## config.mk

```make
export PLATFORM = sky130hd
export DESIGN_NAME = tar_stream_deframer_flat
export DESIGN_NICKNAME = d
export VERILOG_FILES = /design/src/hw/rtl/tsd_pkg.sv /design/src/hw/rtl/tsd_if.sv /design/src/hw/rtl/tsd_front.sv /design/src/hw/rtl/tsd_queue.sv /design/src/hw/rtl/tsd_back.sv /design/src/hw/rtl/tar_stream_deframer.sv /design/src/flat_wrapper.sv
export SDC_FILE = /design/constraint.sdc
export NUM_CORES = 1
export LEC_CHECK = 0
export ABC_AREA = 1
export BUFFER_PORTS_ARGS = -buffer_cell sky130_fd_sc_hd__buf_4
export CAP_MARGIN = 30
export CELL_PAD_IN_SITES_DETAIL_PLACEMENT = 1
export CELL_PAD_IN_SITES_GLOBAL_PLACEMENT = 2
export CORE_MARGIN = 2
export CORE_UTILIZATION = 40
export DETAILED_ROUTE_END_ITERATION = 12
export GPL_TIMING_DRIVEN = 0
export HOLD_SLACK_MARGIN = 0.12
export PLACE_DENSITY = 0.9
export RECOVER_POWER = 25
export SLEW_MARGIN = 10
export SYNTH_ARGS = -nofsm -noshare
export SYNTH_HDL_FRONTEND = slang
export SYNTH_SLANG_ARGS = --single-unit
```

## constraint.sdc

```tcl
create_clock -name clk_i -period 5.05 [get_ports clk_i]
set_clock_uncertainty 0.2 [all_clocks]
set_input_delay 0.505 -clock clk_i [delete_from_list [all_inputs] [get_ports clk_i]]
set_output_delay 0.505 -clock clk_i [all_outputs]
set_load 0.05 [all_outputs]
```

## src/hw/rtl/tsd_pkg.sv

```systemverilog
package tsd_pkg;

  localparam int unsigned BLOCK_BYTES = 512;
  localparam int unsigned SIZE_DIGITS = 12;
  localparam int unsigned OFF_W       = $clog2(BLOCK_BYTES);
  localparam int unsigned SIZE_W      = 36;

  localparam logic [OFF_W-1:0] SIZE_FIRST = OFF_W'(124);
  localparam logic [OFF_W-1:0] SIZE_LAST  = OFF_W'(124 + SIZE_DIGITS - 1);
  localparam logic [OFF_W-1:0] TYPE_POS   = OFF_W'(156);
  localparam logic [OFF_W-1:0] BLOCK_END  = OFF_W'(BLOCK_BYTES - 1);

  localparam logic [7:0] CHAR_BLANK = 8'h20;
  localparam logic [7:0] CHAR_TAB   = 8'h09;
  localparam logic [7:0] CHAR_ZERO  = 8'h30;
  localparam logic [7:0] CHAR_ONE   = 8'h31;

  typedef enum logic [1:0] {
    KIND_PAYLOAD    = 2'd0,
    KIND_FILE_START = 2'd1,
    KIND_LINK_UNSUP = 2'd2,
    KIND_END        = 2'd3
  } kind_e;

  typedef struct packed {
    kind_e              kind;
    logic [7:0]         data_byte;
    logic [SIZE_W-1:0]  file_size;
    logic               last_byte;
  } result_t;

  typedef struct packed {
    logic full;
    logic valid;
  } queue_status_t;

endpackage

```

## src/hw/rtl/tsd_if.sv

```systemverilog
interface tsd_in_if;
  logic       valid;
  logic       ready;
  logic [7:0] archive_byte;

  modport source (output valid, output archive_byte, input ready);
  modport sink (input valid, input archive_byte, output ready);
endinterface

interface tsd_out_if;
  logic        valid;
  logic        ready;
  logic [1:0]  kind;
  logic [7:0]  data_byte;
  logic [35:0] file_size;
  logic        last_byte;

  modport source (output valid, output kind, output data_byte, output file_size,
                  output last_byte, input ready);
  modport sink (input valid, input kind, input data_byte, input file_size,
                input last_byte, output ready);
endinterface

```

## src/hw/rtl/tsd_front.sv

```systemverilog
module tsd_front (
  input  logic                  clk_i,
  input  logic                  rst_ni,
  input  logic                  accept_i,
  input  logic [7:0]            byte_i,
  output logic                  push_o,
  output tsd_pkg::result_t      result_o
);

  typedef enum logic [1:0] {
    PH_HEADER = 2'd0,
    PH_BODY   = 2'd1,
    PH_DONE   = 2'd3
  } phase_e;

  typedef enum logic [1:0] {
    PM_BLANKS  = 2'd0,
    PM_DIGITS  = 2'd1,
    PM_STOPPED = 2'd2
  } parse_e;

  phase_e                          phase_q, phase_d;
  parse_e                          mode_q, mode_d, mode_v;
  logic [tsd_pkg::OFF_W-1:0]       offset_q, offset_d;
  logic [tsd_pkg::SIZE_W-1:0]      accum_q, accum_d, accum_v;
  logic [tsd_pkg::SIZE_W-1:0]      remain_q, remain_d, remain_dec;
  logic [7:0]                      etype_q, etype_d, etype_v;
  logic                            empty_q, empty_d, empty_v;
  logic                            regular_q, regular_d, regular_v;
  logic                            at_end, in_window, is_digit, is_blank;

  assign at_end     = (offset_q == tsd_pkg::BLOCK_END);
  assign in_window  = (offset_q >= tsd_pkg::SIZE_FIRST) && (offset_q <= tsd_pkg::SIZE_LAST);
  assign is_digit   = (byte_i[7:3] == tsd_pkg::CHAR_ZERO[7:3]);
  assign is_blank   = (byte_i == tsd_pkg::CHAR_BLANK) || (byte_i == tsd_pkg::CHAR_TAB);
  assign remain_dec = remain_q - tsd_pkg::SIZE_W'(1);

  always_comb begin
    phase_d   = phase_q;
    mode_d    = mode_q;
    offset_d  = offset_q;
    accum_d   = accum_q;
    remain_d  = remain_q;
    etype_d   = etype_q;
    empty_d   = empty_q;
    regular_d = regular_q;
    push_o    = 1'b0;
    result_o  = '0;

    // Header fields restart at the first byte of every header block.
    if (offset_q == '0) begin
      accum_v = '0;
      mode_v  = PM_BLANKS;
      etype_v = 8'h00;
      empty_v = (byte_i == 8'h00);
    end else begin
      accum_v = accum_q;
      mode_v  = mode_q;
      etype_v = etype_q;
      empty_v = empty_q;
    end
    regular_v = (etype_v == tsd_pkg::CHAR_ZERO) || (etype_v == 8'h00);

    if (accept_i) begin
      case (phase_q)
        PH_HEADER: begin
          accum_d  = accum_v;
          mode_d   = mode_v;
          etype_d  = etype_v;
          empty_d  = empty_v;
          offset_d = offset_q + tsd_pkg::OFF_W'(1);
          if (in_window && !(mode_v == PM_BLANKS && is_blank) && mode_v != PM_STOPPED) begin
            if (is_digit) begin
              accum_d = {accum_v[tsd_pkg::SIZE_W-4:0], byte_i[2:0]};
              mode_d  = PM_DIGITS;
            end else begin
              mode_d = PM_STOPPED;
            end
          end
          if (offset_q == tsd_pkg::TYPE_POS) begin
            etype_d = byte_i;
          end
          if (at_end) begin
            if (empty_v) begin
              push_o        = 1'b1;
              result_o.kind = tsd_pkg::KIND_END;
              phase_d       = PH_DONE;
            end else if (etype_v == tsd_pkg::CHAR_ONE) begin
              push_o        = 1'b1;
              result_o.kind = tsd_pkg::KIND_LINK_UNSUP;
            end else begin
              regular_d = regular_v;
              remain_d  = accum_v;
              if (regular_v) begin
                push_o             = 1'b1;
                result_o.kind      = tsd_pkg::KIND_FILE_START;
                result_o.file_size = accum_v;
              end
              if (accum_v != '0) begin
                phase_d = PH_BODY;
              end
            end
          end
        end
        PH_BODY: begin
          offset_d = offset_q + tsd_pkg::OFF_W'(1);
          if (remain_q != '0) begin
            remain_d = remain_dec;
            if (regular_q) begin
              push_o             = 1'b1;
              result_o.kind      = tsd_pkg::KIND_PAYLOAD;
              result_o.data_byte = byte_i;
              result_o.last_byte = (remain_dec == '0);
            end
          end
          // Padding after the last body byte is dropped up to the block end.
          if (at_end && remain_d == '0) begin
            phase_d = PH_HEADER;
          end
        end
        default: begin
        end
      endcase
    end
  end

  always_ff @(posedge clk_i or negedge rst_ni) begin
    if (!rst_ni) begin
      phase_q   <= PH_HEADER;
      mode_q    <= PM_BLANKS;
      offset_q  <= '0;
      accum_q   <= '0;
      remain_q  <= '0;
      etype_q   <= 8'h00;
      empty_q   <= 1'b0;
      regular_q <= 1'b0;
    end else begin
      phase_q   <= phase_d;
      mode_q    <= mode_d;
      offset_q  <= offset_d;
      accum_q   <= accum_d;
      remain_q  <= remain_d;
      etype_q   <= etype_d;
      empty_q   <= empty_d;
      regular_q <= regular_d;
    end
  end

endmodule

```

## src/hw/rtl/tsd_queue.sv

```systemverilog
module tsd_queue #(
  parameter int unsigned Depth = 4
) (
  input  logic                    clk_i,
  input  logic                    rst_ni,
  input  logic                    push_i,
  input  tsd_pkg::result_t        push_data_i,
  input  logic                    pop_i,
  output tsd_pkg::result_t        head_o,
  output tsd_pkg::queue_status_t  status_o
);

  localparam int unsigned PtrW = $clog2(Depth);
  localparam int unsigned CntW = $clog2(Depth + 1);
  localparam logic [PtrW-1:0] LastPtr = PtrW'(Depth - 1);

  tsd_pkg::result_t  entries_q [Depth];
  logic [PtrW-1:0]   wr_ptr_q, rd_ptr_q;
  logic [CntW-1:0]   count_q;
  logic              do_push, do_pop;

  assign status_o.full  = (count_q == CntW'(Depth));
  assign status_o.valid = (count_q != '0);
  assign do_push        = push_i && !status_o.full;
  assign do_pop         = pop_i && status_o.valid;
  assign head_o         = entries_q[rd_ptr_q];

  always_ff @(posedge clk_i) begin
    if (do_push) begin
      entries_q[wr_ptr_q] <= push_data_i;
    end
  end

  always_ff @(posedge clk_i or negedge rst_ni) begin
    if (!rst_ni) begin
      wr_ptr_q <= '0;
      rd_ptr_q <= '0;
      count_q  <= '0;
    end else begin
      if (do_push) begin
        wr_ptr_q <= (wr_ptr_q == LastPtr) ? '0 : wr_ptr_q + PtrW'(1);
      end
      if (do_pop) begin
        rd_ptr_q <= (rd_ptr_q == LastPtr) ? '0 : rd_ptr_q + PtrW'(1);
      end
      if (do_push && !do_pop) begin
        count_q <= count_q + CntW'(1);
      end else if (do_pop && !do_push) begin
        count_q <= count_q - CntW'(1);
      end
    end
  end

endmodule

```

## src/hw/rtl/tsd_back.sv

```systemverilog
module tsd_back (
  input  logic                    clk_i,
  input  logic                    rst_ni,
  input  tsd_pkg::queue_status_t  status_i,
  input  tsd_pkg::result_t        head_i,
  output logic                    pop_o,
  input  logic                    out_ready_i,
  output logic                    out_valid_o,
  output tsd_pkg::result_t        out_data_o
);

  logic              valid_q;
  tsd_pkg::result_t  data_q;

  // Refill the output register whenever it is empty or its beat is taken.
  assign pop_o       = status_i.valid && (!valid_q || out_ready_i);
  assign out_valid_o = valid_q;
  assign out_data_o  = data_q;

  always_ff @(posedge clk_i) begin
    if (pop_o) begin
      data_q <= head_i;
    end
  end

  always_ff @(posedge clk_i or negedge rst_ni) begin
    if (!rst_ni) begin
      valid_q <= 1'b0;
    end else if (pop_o) begin
      valid_q <= 1'b1;
    end else if (out_ready_i) begin
      valid_q <= 1'b0;
    end
  end

endmodule

```

## src/hw/rtl/tar_stream_deframer.sv

```systemverilog
// Channel | Dir | Beat payload                               | Accepted when
// in_i    | in  | archive_byte                               | valid && ready
// out_o   | out | kind, data_byte, file_size, last_byte      | valid && ready
//
// Archive bytes are taken on valid && ready; a result is written to the queue at
// the accepting edge and reaches out_o through the output register.
// A new byte can be accepted every cycle while the result queue has room, so
// sustained rate is one byte per cycle; stalls on out_o back up through the
// QUEUE_DEPTH entry queue before in_i.ready drops.
// Reset is asynchronous and active low; no clearing pass is needed.
module tar_stream_deframer #(
  parameter int unsigned QUEUE_DEPTH = 4
) (
  input  logic         clk_i,
  input  logic         rst_ni,
  tsd_in_if.sink       in_i,
  tsd_out_if.source    out_o
);

  logic                    accept;
  logic                    push;
  logic                    pop;
  tsd_pkg::result_t        push_data;
  tsd_pkg::result_t        head;
  tsd_pkg::result_t        out_data;
  tsd_pkg::queue_status_t  status;
  logic                    out_valid;

  assign in_i.ready = !status.full;
  assign accept     = in_i.valid && in_i.ready;

  tsd_front u_front (
    .clk_i    (clk_i),
    .rst_ni   (rst_ni),
    .accept_i (accept),
    .byte_i   (in_i.archive_byte),
    .push_o   (push),
    .result_o (push_data)
  );

  tsd_queue #(
    .Depth (QUEUE_DEPTH)
  ) u_queue (
    .clk_i       (clk_i),
    .rst_ni      (rst_ni),
    .push_i      (push),
    .push_data_i (push_data),
    .pop_i       (pop),
    .head_o      (head),
    .status_o    (status)
  );

  tsd_back u_back (
    .clk_i       (clk_i),
    .rst_ni      (rst_ni),
    .status_i    (status),
    .head_i      (head),
    .pop_o       (pop),
    .out_ready_i (out_o.ready),
    .out_valid_o (out_valid),
    .out_data_o  (out_data)
  );

  assign out_o.valid     = out_valid;
  assign out_o.kind      = out_data.kind;
  assign out_o.data_byte = out_data.data_byte;
  assign out_o.file_size = out_data.file_size;
  assign out_o.last_byte = out_data.last_byte;

endmodule

```

## src/flat_wrapper.sv

```systemverilog
// flat-port wrapper written by rule: the top's interface ports become plain ports
module tar_stream_deframer_flat 
#(
  parameter int unsigned QUEUE_DEPTH = 4
)
  (clk_i, rst_ni, in_i_valid, in_i_archive_byte, in_i_ready, out_o_valid, out_o_kind, out_o_data_byte, out_o_file_size, out_o_last_byte, out_o_ready);
  tsd_in_if in_i_i ();
  tsd_out_if out_o_i ();
  input  logic clk_i;
  input  logic rst_ni;
  input wire logic [$bits(in_i_i.valid)-1:0] in_i_valid;
  input wire logic [$bits(in_i_i.archive_byte)-1:0] in_i_archive_byte;
  output wire logic [$bits(in_i_i.ready)-1:0] in_i_ready;
  output wire logic [$bits(out_o_i.valid)-1:0] out_o_valid;
  output wire logic [$bits(out_o_i.kind)-1:0] out_o_kind;
  output wire logic [$bits(out_o_i.data_byte)-1:0] out_o_data_byte;
  output wire logic [$bits(out_o_i.file_size)-1:0] out_o_file_size;
  output wire logic [$bits(out_o_i.last_byte)-1:0] out_o_last_byte;
  input wire logic [$bits(out_o_i.ready)-1:0] out_o_ready;
  assign in_i_i.valid = in_i_valid;
  assign in_i_i.archive_byte = in_i_archive_byte;
  assign in_i_ready = in_i_i.ready;
  assign out_o_valid = out_o_i.valid;
  assign out_o_kind = out_o_i.kind;
  assign out_o_data_byte = out_o_i.data_byte;
  assign out_o_file_size = out_o_i.file_size;
  assign out_o_last_byte = out_o_i.last_byte;
  assign out_o_i.ready = out_o_ready;
  tar_stream_deframer #(.QUEUE_DEPTH(QUEUE_DEPTH)) u_core (.clk_i(clk_i), .rst_ni(rst_ni), .in_i(in_i_i), .out_o(out_o_i));
endmodule
```

==> flow_summary.toml, run 1 <==
[sta]
hold_ws_ns = 0.288
final.period_utilization_pct = 78.3
final-hold-violation-count = 0
fmaxAchievable_ghz = 0.253
drv_slew = 106
tightest_slew_ns = 1.88
rsz_0062_raised_after_global_routing = "false"
finalWorstPathRequiredPeriod_ns = 3.95
timing.final.setup_violations = 0
timing.slew.headroom_pct = -25.5

[synthesis]
yosys-mux-area-fraction_pct = 0
synth_cells = 1615
dominant_combinational_cell_family_by_area_after_synthesis = "simple AND/OR/NAND/NOR gates"
synth.ff_latch_count = 338
synth_compound_area_share_pct = 11.9
synthesized_area_per_cell_um2 = 9.64
unique_cell_type_count_in_the_yosys_netlist = 43
async_flop_share_pct = 30.5
synth_flop_cell = "sky130_fd_sc_hd__edfxtp_1"
synth.most_common_cell = "sky130_fd_sc_hd__nand2_1"
synth-simple-area-share_pct = 18.9
ys_seq_area_share_pct = 61.9
netlist_area_before_placement_um2 = 15600
post_synth_xor_area_fraction_pct = 1.18
synthTopCellsByCount = "sky130_fd_sc_hd__nand2_1, sky130_fd_sc_hd__nor2_1, sky130_fd_sc_hd__edfxtp_1, sky130_fd_sc_hd__o21ai_0, sky130_fd_sc_hd__inv_1"
syn_nets = 1639
synth_warn = 0
synth_enable_flop_cells = 235
synthTopCellsByArea = "sky130_fd_sc_hd__edfxtp_1, sky130_fd_sc_hd__dfrtp_1, sky130_fd_sc_hd__nand2_1"
synth.top_cell.area_share_pct = 45.3
synth_adder_area_share_pct = 1.01
synth.largest_area_cell = "sky130_fd_sc_hd__edfxtp_1"

[cts]
post_cts.resized_instances = 0
clk_latency_ns = 0.56
clock-root-buffer = "sky130_fd_sc_hd__clkbuf_16"
cts.path.max_buffers = 3
cts.sinks = 338
cts-buffers-inserted = 37
number_of_hold_buffers_added_after_cts = 10
clk_transition_reported_paths_ns = 0.06
post_cts_buffers = 0
cts_htree_levels = 2
tritoncts_clock_tree = "built"

[drt]
route.detailed.drc = 0
ant_nets = 0
wirelength_mm = 48.8
drt-pass1-iter-count = 4
vias_per_cell = 5.38
first_iter_violations = 741
post_drt_wl_per_cell_um = 21.4
routed-via-count = 12300

[power_and_ir_drop]
ir_drop_v = 0.000239
power.static_leakage_nw = 6.66
power_density_nw_per_um2 = 432

[final_layout]
finalInstanceArea_um2 = 18000
area_of_the_multi_input_gates_um2 = 5160
num_antenna_cells = 0
fillCellCount = 4417
area_delta_synth_final_pct = 15.7
instances_no_fill = 2280
final-seq-area_um2 = 9630
post-route-util_pct = 46.7
finalNetCount = 1758
drive_above_1_share_pct = 7.26

[floorplanning]
top_level_pins = 61
initial_cell_density_of_the_core_pct = 40.4
die_w_um = 201
die_area_um2 = 40500
core_area_um2 = 38600
die-height_um = 201
std_cell_rows = 72

[run_status]
violations = "capacitance limit, slew limit"
status = "complete, but fails checks"

[hold_path]
hold_class = "flop to flop"
min_from = "u_core.u_front.etype_q[0]"

[worst_setup_path]
crit_start_category = "flop"
slowest_delay_ns = 0.78
worst-path-max-fanout = 25
regToRegStartpoint = "u_core.u_front.remain_q[0]"
setup.worst_path.end_class = "flop"
r2r_slack_ns = 1.10
setup.worst_path.start = "u_core.u_front.remain_q[0]"
crit_top_cell = "sky130_fd_sc_hd__nand2_4"
critical_path.n_buffers_inverters = 4
crit_required_ns = 5.09
timing.critical_path.slowest_stage_cell = "sky130_fd_sc_hd__nor2_4"
timing_worst_setup_path_type = "flop to flop"
crit_family = "simple AND/OR/NAND/NOR gates"
critical_path_arrival_ns = 3.99
cp_cell_sequence = "inv_1 > ha_1 > nand2_4 > nor2_8 > nand2_4 > nor2_8 > nand2_4 > inv_1 > nor3_1 > inv_2 > nand2_1 > nand2_1 > nor2_4 > buf_12"

[global_route]
grt.total_usage_pct = 24.4
grt_overflow_total = 0
global_route_wire_length_before_repair_mm = 76.3
largest_net_degree_at_the_start_of_global_routing = 72
first_global_vias = 13200
antenna_found_initial = 1

[job]
max-cap-violations = 2

[placement]
gp_congestion = 0.887
portBuffers = 60
post_dp_cell_area_um2 = 17000
placed_cells = 2203
post-dp-hpwl_mm = 35.2
[report_power, final]
part | switching (mW) | internal [mW] | leakage [nW]
clock network | 1.14 | 1.61 | 0.587
logic | 1.43 | 0.293 | 3.01
registers | 0.0748 | 3.22 | 3.06
total | 2.65 | 5.13 | 6.66
[metrics by stage]
stage          power (mW)  worst slack, ns  setup TNS (ns)
2_1_floorplan        4.52            0.323               0
3_3_place_gp         5.16            -1.51         -293.34
3_5_place_dp         5.25             1.07               0
4_1_cts              8.02             1.05               0
5_1_grt              8.07            0.571               0
6_report             7.77             1.10               0
[worst paths after layout]
path	to	depth (start not counted)
setup / recovery	u_core.u_queue.entries_q[1][28]	14
hold / removal	u_core.u_front.etype_q[0]	2
setup reg to reg	u_core.u_queue.entries_q[1][28]	14
hold reg to reg	u_core.u_front.etype_q[0]	2
max in group asynchronous	u_core.u_back.out_valid_o	3
min in group asynchronous	u_core.u_front.remain_q[13]	2
[placed cells by master, fill, tap and decap left out, types with 15 or more instances in the layout]
cell type / Yosys / layout
sky130_fd_sc_hd__inv_1: 114 / 114
sky130_fd_sc_hd__xor2_1: 16 / 16
sky130_fd_sc_hd__clkbuf_16: 0 / 38
sky130_fd_sc_hd__nand2_1: 319 / 319
sky130_fd_sc_hd__a21oi_1: 17 / 17
sky130_fd_sc_hd__o22ai_1: 49 / 49
sky130_fd_sc_hd__o21ai_0: 191 / 191
sky130_fd_sc_hd__edfxtp_1: 235 / 235
sky130_fd_sc_hd__clkbuf_1: 51 / 110
sky130_fd_sc_hd__nand3_1: 40 / 40
sky130_fd_sc_hd__nor3_1: 17 / 17
sky130_fd_sc_hd__dfrtp_1: 103 / 103
sky130_fd_sc_hd__buf_2: 15 / 15
sky130_fd_sc_hd__o21ai_1: 58 / 58
sky130_fd_sc_hd__nor2_1: 271 / 267
[state kept, by name (all words and copies together), names as in the netlist]
register	cells
u_core.u_queue.entries_q	188
u_core.u_back.out_data_o	47
u_core.u_front.accum_q	36
u_core.u_front.remain_q	36
u_core.u_front.offset_q	9
u_core.u_front.etype_q	8
u_core.u_queue.count_q	3
u_core.u_front.mode_q	2
u_core.u_front.phase_q	2
u_core.u_queue.rd_ptr_q	2
u_core.u_queue.wr_ptr_q	2
u_core.u_back.out_valid_o	1
u_core.u_front.empty_q	1
u_core.u_front.regular_q	1
[cell type report]
cell class	count	area share, %
Inverter	125	2.61
Sequential cell	338	53.5
Tap cell	518	3.60
Clock inverter	20	1.25
Clock buffer	47	5.52
Timing Repair Buffer	80	3.01
Multi-Input combinational cell	1078	28.6
Buffer	74	1.86
[worst min-delay path: stages (launching register included)]
cell	delay (ns)
sky130_fd_sc_hd__dfrtp_1	0.34
sky130_fd_sc_hd__nand2_1	0.06
sky130_fd_sc_hd__nand2_1	0.06
[cell families (layout without fill, tap and decap cells)]
family / after synthesis / in the layout
flip-flops: 338 / 338
buffers and inverters: 199 / 346
XOR/XNOR: 21 / 21
AO/OA/AOI/OAI: 344 / 344
AND/OR/NAND/NOR: 701 / 701
adder cells (fa/ha/maj): 12 / 12
[layer usage]
layer  vias to the layer above  routed length [um]  global-route usage [%]
li1                       5739                   -                       -
met2                       278               24000                    41.7
met4                         2                1580                    9.45
met3                       100                2310                    4.28
met1                      6141               20900                    31.0
met5                         -                  11                       0
(Power assumes the default switching activity.)
==> inputs of run 2 (changes only) <==
==> constraint.sdc (replaced) <==
create_clock -name clk_i -period 4.1 [get_ports clk_i]
set_clock_uncertainty 0.2 [all_clocks]
set_input_delay 0.41 -clock clk_i [delete_from_list [all_inputs] [get_ports clk_i]]
set_output_delay 0.41 -clock clk_i [all_outputs]
set_load 0.05 [all_outputs]
==> run 2 against run 1 <==
Compared with the run above: core utilization decreased by 0.18 points; count of clock-buffer cells in the layout increased by 3; highest routed layer is now met4; the flow still finishes with violations (capacitance limit, slew limit); critical endpoint is now u_core.u_queue.count_q[2]; clock power increased by 20%; hold slack got worse by 0.0024 ns.
==> flow_summary.toml, run 2 (synthesis gave the netlist of run 1 again) <==
[sta]
timing.final.setup_violations = 0
final-hold-violation-count = 0
drv_slew = 30
rsz_0062_raised_after_global_routing = "false"
fmaxAchievable_ghz = 0.257
timing.slew.headroom_pct = -29.0
finalWorstPathRequiredPeriod_ns = 3.89
tightest_slew_ns = 1.94
finalSetupTns_ns = 0
final.period_utilization_pct = 94.9

[cts]
cts-buffers-inserted = 38
clk_transition_reported_paths_ns = 0.06
clk_latency_ns = 0.55
tritoncts_clock_tree = "built"
cts.sinks = 338
cts_htree_levels = 2
post_cts_buffers = 0
clock-root-buffer = "sky130_fd_sc_hd__clkbuf_16"
cts.path.max_buffers = 3

[power_and_ir_drop]
share_clk_of_total_power_pct = 34.8
ir_drop_v = 0.000260
power.static_leakage_nw = 6.64
power_density_nw_per_um2 = 528
sequentialPowerShare_pct = 42.9
p_comb_share_pct = 22.2
switchingPower_mw = 3.26
internal_power_mw = 6.21
sw_frac_of_total_pct = 34.4

[drt]
ant_nets = 0
routed-via-count = 12300
vias_per_cell = 5.40
drt-pass1-iter-count = 5
first_iter_violations = 872
post_drt_wl_per_cell_um = 21.1
wirelength_mm = 48.1
route.detailed.drc = 0

[final_layout]
largest_register = "u_core.u_queue.entries_q"
area_delta_synth_final_pct = 15.2
finalNetCount = 1757
drive_above_1_share_pct = 7.72
mostFrequentLayoutCells = "sky130_fd_sc_hd__nand2_1, sky130_fd_sc_hd__nor2_1, sky130_fd_sc_hd__edfxtp_1"
num_antenna_cells = 0
final-seq-area_um2 = 9630
area_of_the_multi_input_gates_um2 = 5160
fillCellCount = 4470
layout_commonest_cell = "sky130_fd_sc_hd__nand2_1"
post-route-util_pct = 46.5
largest_reg_flops = 188

[global_route]
first_global_vias = 12900
largest_net_degree_at_the_start_of_global_routing = 76
global_route_wire_length_before_repair_mm = 75.1
grt_overflow_total = 0
antenna_found_initial = 0
grt.total_usage_pct = 24.0

[run_status]
violations = "capacitance limit, slew limit"
status = "complete, but fails checks"

[worst_setup_path]
critical_path_arrival_ns = 4.11
r2r_slack_ns = 0.21
worst-path-max-fanout = 9
crit_family = "simple AND/OR/NAND/NOR gates"
crit_start_category = "flop"
cp_cell_sequence = "inv_1 > ha_1 > nand2_4 > nor2_8 > nand2_4 > nor2_8 > nand2_4 > inv_1 > nor3_1 > inv_2 > nand2_1 > nand2_2 > inv_2 > ha_1 > inv_1 > fa_1 > a21oi_1 > o21ai_0 > xor2_1"
critical_path.n_buffers_inverters = 5
slowest_delay_ns = 0.43
timing_worst_setup_path_type = "flop to flop"
timing.critical_path.slowest_stage_cell = "sky130_fd_sc_hd__fa_1"
setup.worst_path.end_class = "flop"
crit_required_ns = 4.32

[floorplanning]
top_level_pins = 61
die-height_um = 201
core_area_um2 = 38600
die_area_um2 = 40500
initial_cell_density_of_the_core_pct = 40.4
die_w_um = 201
std_cell_rows = 72

[placement]
gp_congestion = 0.884
post-dp-hpwl_mm = 34.6
portBuffers = 60

[hold_path]
hold_class = "flop to flop"

[job]
max-cap-violations = 1
-- run 2: cell types whose count changed in the layout (fill, tap and decap cells not counted), moves of 2 or more --
cell	before	now
sky130_fd_sc_hd__clkinv_1	8	1
sky130_fd_sc_hd__clkinv_2	3	9
sky130_fd_sc_hd__bufinv_16	4	1
sky130_fd_sc_hd__clkbuf_8	1	3
sky130_fd_sc_hd__clkinvlp_4	2	4
-- run 2: final timing paths --
path	endpoint	startpoint	depth (start not counted)
max in group asynchronous	u_core.u_front.remain_q[8]	rst_ni	3
max	u_core.u_queue.count_q[2]	u_core.u_front.remain_q[0]	19
min reg2reg	u_core.u_front.accum_q[21]	u_core.u_front.accum_q[21]	2
max reg2reg	u_core.u_queue.count_q[2]	u_core.u_front.remain_q[0]	19
min	u_core.u_front.accum_q[21]	u_core.u_front.accum_q[21]	2
min in group asynchronous	u_core.u_queue.wr_ptr_q[0]	rst_ni	2
-- run 2: worst min-delay path, cell delays in order, from the launching register on --
cell and delay (ns):
sky130_fd_sc_hd__dfrtp_1 0.34, sky130_fd_sc_hd__nand2_1 0.06, sky130_fd_sc_hd__nand2_1 0.05
-- run 2: power by group through the flow --
| stage | sequential (mW) | clock (mW) | combinational (mW) |
|---|---|---|---|
| after floorplan | 4.83 | 0 | 0.739 |
| after global placement | 4.13 | 0 | 2.18 |
| after detailed placement | 4.14 | 0 | 2.31 |
| after CTS | 4.07 | 3.36 | 2.34 |
| after global routing | 4.09 | 3.48 | 2.26 |
| final | 4.06 | 3.30 | 2.11 |
-- run 2: area by class of cell --
class	count	area share (%)
plain buffers	74	1.87
clock buffers	50	5.84
clock inverters	18	0.816
inverters	125	2.62
multi-input cells	1078	28.8
flip-flops and latches	338	53.7
well taps	518	3.61
repair buffers	78	2.78
-- run 2: metrics by stage --
| step | instances | area [um2] | power [mW] | worst slack [ns] | hold slack (ns) |
|---|---|---|---|---|---|
| floorplan | 1615 | 15600 | 5.57 | -0.331 | -0.0856 |
| global placement | 2193 | 16700 | 6.31 | -2.37 | 0.263 |
| detailed placement | 2201 | 16900 | 6.44 | 0.0546 | 0.138 |
| CTS | 2279 | 18200 | 9.77 | 0.0130 | 0.130 |
| global route | 2279 | 17900 | 9.83 | 0.0192 | 0.311 |
| finish | 2279 | 17900 | 9.47 | 0.210 | 0.286 |
-- run 2: what timing repair did --
item / CTS / global route
setup endpoints to repair: 0 / 94
hold buffers: 10 / 0
hold endpoints to repair: 127 / 0
resized for setup: 0 / 1
-- run 2: per-layer routing --
layer  share of wire (%)  GRT usage, %  routed length, um  up-vias
li1                    -             -                  -     5739
met1                  43          31.1              20700     6142
met2                  50          41.6              23800      314
met3                 4.2          3.00               2030      101
met4                 3.2          8.67               1540        0
met5                   0             0                  0        -
==> inputs of run 3 (changes only) <==
--- a/config.mk
+++ b/config.mk
@@ -11,11 +11,11 @@
 export CELL_PAD_IN_SITES_DETAIL_PLACEMENT = 1
 export CELL_PAD_IN_SITES_GLOBAL_PLACEMENT = 2
 export CORE_MARGIN = 2
-export CORE_UTILIZATION = 40
+export CORE_UTILIZATION = 36
 export DETAILED_ROUTE_END_ITERATION = 12
 export GPL_TIMING_DRIVEN = 0
 export HOLD_SLACK_MARGIN = 0.12
-export PLACE_DENSITY = 0.9
+export PLACE_DENSITY = 0.86
 export RECOVER_POWER = 25
 export SLEW_MARGIN = 10
 export SYNTH_ARGS = -nofsm -noshare
==> constraint.sdc (replaced) <==
create_clock -name clk_i -period 3.2 [get_ports clk_i]
set_clock_uncertainty 0.2 [all_clocks]
set_input_delay 0.32 -clock clk_i [delete_from_list [all_inputs] [get_ports clk_i]]
set_output_delay 0.32 -clock clk_i [all_outputs]
set_load 0.05 [all_outputs]
==> run 3 against run 2 <==
Compared with the run above: the run still ends with capacitance limit, slew limit left; wire length up 3.0%; critical endpoint is now u_core.u_queue.entries_q[0][29]; core utilization down 3.0 points; design area up 4.1%; non-clock buffer count up 32; sequential power up 28%; sequential share of layout area down 2.1 points; die area up 11%; final cell count up 4.4%.
==> flow_summary.toml, run 3 (synthesis gave the netlist of run 1 again) <==
[run_status]
status = "complete, but fails checks"
violations = "capacitance limit, slew limit"

[sta]
finalWorstPathRequiredPeriod_ns = 3.06
fmaxAchievable_ghz = 0.327
timing.final.setup_violations = 0
drv_slew = 60
timing.slew.headroom_pct = -13.5
setup_slack_ns = 0.140
final.period_utilization_pct = 95.6
tightest_slew_ns = 1.70
finalSetupTns_ns = 0
final-hold-violation-count = 0

[power_and_ir_drop]
total_power_mw = 12.7
share_clk_of_total_power_pct = 37.4
internal_power_mw = 8.48
switchingPower_mw = 4.24
sequentialPowerShare_pct = 40.8
power_density_nw_per_um2 = 681
p_comb_share_pct = 21.7
ir_drop_v = 0.000389
power.static_leakage_nw = 6.91
sw_frac_of_total_pct = 33.3

[final_layout]
largest_register = "u_core.u_queue.entries_q"
finalInstanceArea_um2 = 18700
drive_above_1_share_pct = 10.8
post-route-util_pct = 43.5
mostFrequentLayoutCells = "sky130_fd_sc_hd__nand2_1, sky130_fd_sc_hd__nor2_1, sky130_fd_sc_hd__edfxtp_1"
finalNetCount = 1789
largest_reg_flops = 188
layout_commonest_cell = "sky130_fd_sc_hd__nand2_1"
area_delta_synth_final_pct = 19.9

[cts]
clk_transition_reported_paths_ns = 0.07
clk_latency_ns = 0.57
cts_htree_levels = 2
cts.path.max_buffers = 3
cts.sinks = 338
cts-buffers-inserted = 37
clock-root-buffer = "sky130_fd_sc_hd__clkbuf_16"
tritoncts_clock_tree = "built"

[floorplanning]
initial_cell_density_of_the_core_pct = 36.3
std_cell_rows = 76
core_area_um2 = 42900
die_area_um2 = 44900
die-height_um = 212
die_w_um = 212
top_level_pins = 61

[drt]
wirelength_mm = 49.5
ant_nets = 0
routed-via-count = 12400
post_drt_wl_per_cell_um = 20.8
first_iter_violations = 859
route.detailed.drc = 0
vias_per_cell = 5.20
drt-pass1-iter-count = 5

[global_route]
first_global_vias = 13100
grt_use_met3_pct = 2.63
grt_util_met2_pct = 40.1
grt.total_usage_pct = 22.3
largest_net_degree_at_the_start_of_global_routing = 60
grt_overflow_total = 0
global_route_wire_length_before_repair_mm = 76.1
grt_most_used_layer = "met2"
antenna_found_initial = 1
groute.layer.met1.usage_pct = 27.9

[placement]
gp_congestion = 0.900
preCtsSetupSlack_ns = -0.936
portBuffers = 60
post-dp-hpwl_mm = 34.9
post_dp_cell_area_um2 = 17100

[worst_setup_path]
crit_required_ns = 3.31
worst-path-max-fanout = 10
crit_top_cell = "sky130_fd_sc_hd__nand2_2"
crit_start_category = "flop"
critical_path_arrival_ns = 3.17
slowest_delay_ns = 0.42
setup.worst_path.end_class = "flop"
timing_worst_setup_path_type = "flop to flop"
cp_cell_sequence = "inv_2 > ha_4 > nand3_1 > nand3b_4 > buf_8 > nand2_2 > nand2_2 > nor3_4 > buf_4 > nand4_2 > clkbuf_1 > nor2_1"
timing.critical_path.slowest_stage_cell = "sky130_fd_sc_hd__nor2_1"

[hold_path]
hold_class = "flop to flop"

[job]
max-cap-violations = 1
run 3: cell count changes in the layout (fill, tap and decap cells not counted), moves of 4 or more:
cell,change
sky130_fd_sc_hd__nor2_1,-5
sky130_fd_sc_hd__ha_1,-4
sky130_fd_sc_hd__clkinv_2,-6
sky130_fd_sc_hd__nand2_1,-6
sky130_fd_sc_hd__buf_4,+25
sky130_fd_sc_hd__nor2_2,+4
sky130_fd_sc_hd__bufinv_16,+7
sky130_fd_sc_hd__inv_1,-4
sky130_fd_sc_hd__nand2_2,+4
sky130_fd_sc_hd__clkinv_1,+5
sky130_fd_sc_hd__clkbuf_1,-5
sky130_fd_sc_hd__o21ai_0,-4
run 3: routing by layer:
layer  vias to the layer above  part of all wire (%)
li1                       5811                     -
met5                         -                     0
met2                       239                    51
met3                        85                   3.3
met1                      6229                    43
met4                         0                   2.5
run 3: timing repair:
| item | 4_1_cts | 5_1_grt |
|---|---|---|
| gates cloned | 1 | 0 |
| endpoints found under the setup margin | 192 | 191 |
| hold buffers | 12 | 0 |
| resized for setup | 23 | 24 |
| hold endpoints to repair | 145 | 0 |
| pin swaps | 9 | 9 |
| setup buffers | 19 | 9 |
run 3: critical path: cells and delay by family, from the launching register on:
kind,cells,cell delay [ns]
and+or+nand+nor,7,1.32
buffers and inverters,4,0.75
DFF,1,0.39
adders and majority gates,1,0.14
run 3: path summary, 6_finish.rpt:
kind,depth (start not counted),slack (ns),to,startpoint
min in group asynchronous,4,1.08,u_core.u_front.offset_q[3],rst_ni
max in group asynchronous,4,0.49,u_core.u_front.remain_q[2],rst_ni
setup reg to reg,12,0.14,u_core.u_queue.entries_q[0][29],u_core.u_front.offset_q[1]
hold reg to reg,2,0.29,u_core.u_front.accum_q[21],u_core.u_front.accum_q[21]
hold / removal,2,0.29,u_core.u_front.accum_q[21],u_core.u_front.accum_q[21]
setup / recovery,12,0.14,u_core.u_queue.entries_q[0][29],u_core.u_front.offset_q[1]
run 3: layout make-up:
class,count,area [um2]
diodes,1,2.50
clock buffers,44,1000
clock inverters,23,347
well taps,585,732
fillers,4901,24200
flip-flops and latches,338,9630
multi-input cells,1079,5290
plain buffers,74,349
inverters,125,480
repair buffers,110,827
run 3: metrics by stage:
step                      hold slack [ns]  cells
after floorplan                    -0.176   1615
after global placement              0.263   2260
after detailed placement            0.104   2270
after CTS                           0.275   2369
after global routing                0.322   2379
final                               0.287   2379
run 3: power by group through the flow:
stage | registers (mW) | logic [mW] | clock network [mW]
after floorplan | 6.18 | 0.960 | 0
after global placement | 5.28 | 2.82 | 0
after detailed placement | 5.29 | 2.99 | 0
after CTS | 5.21 | 3.04 | 4.85
after global routing | 5.23 | 2.95 | 4.99
final | 5.19 | 2.77 | 4.76
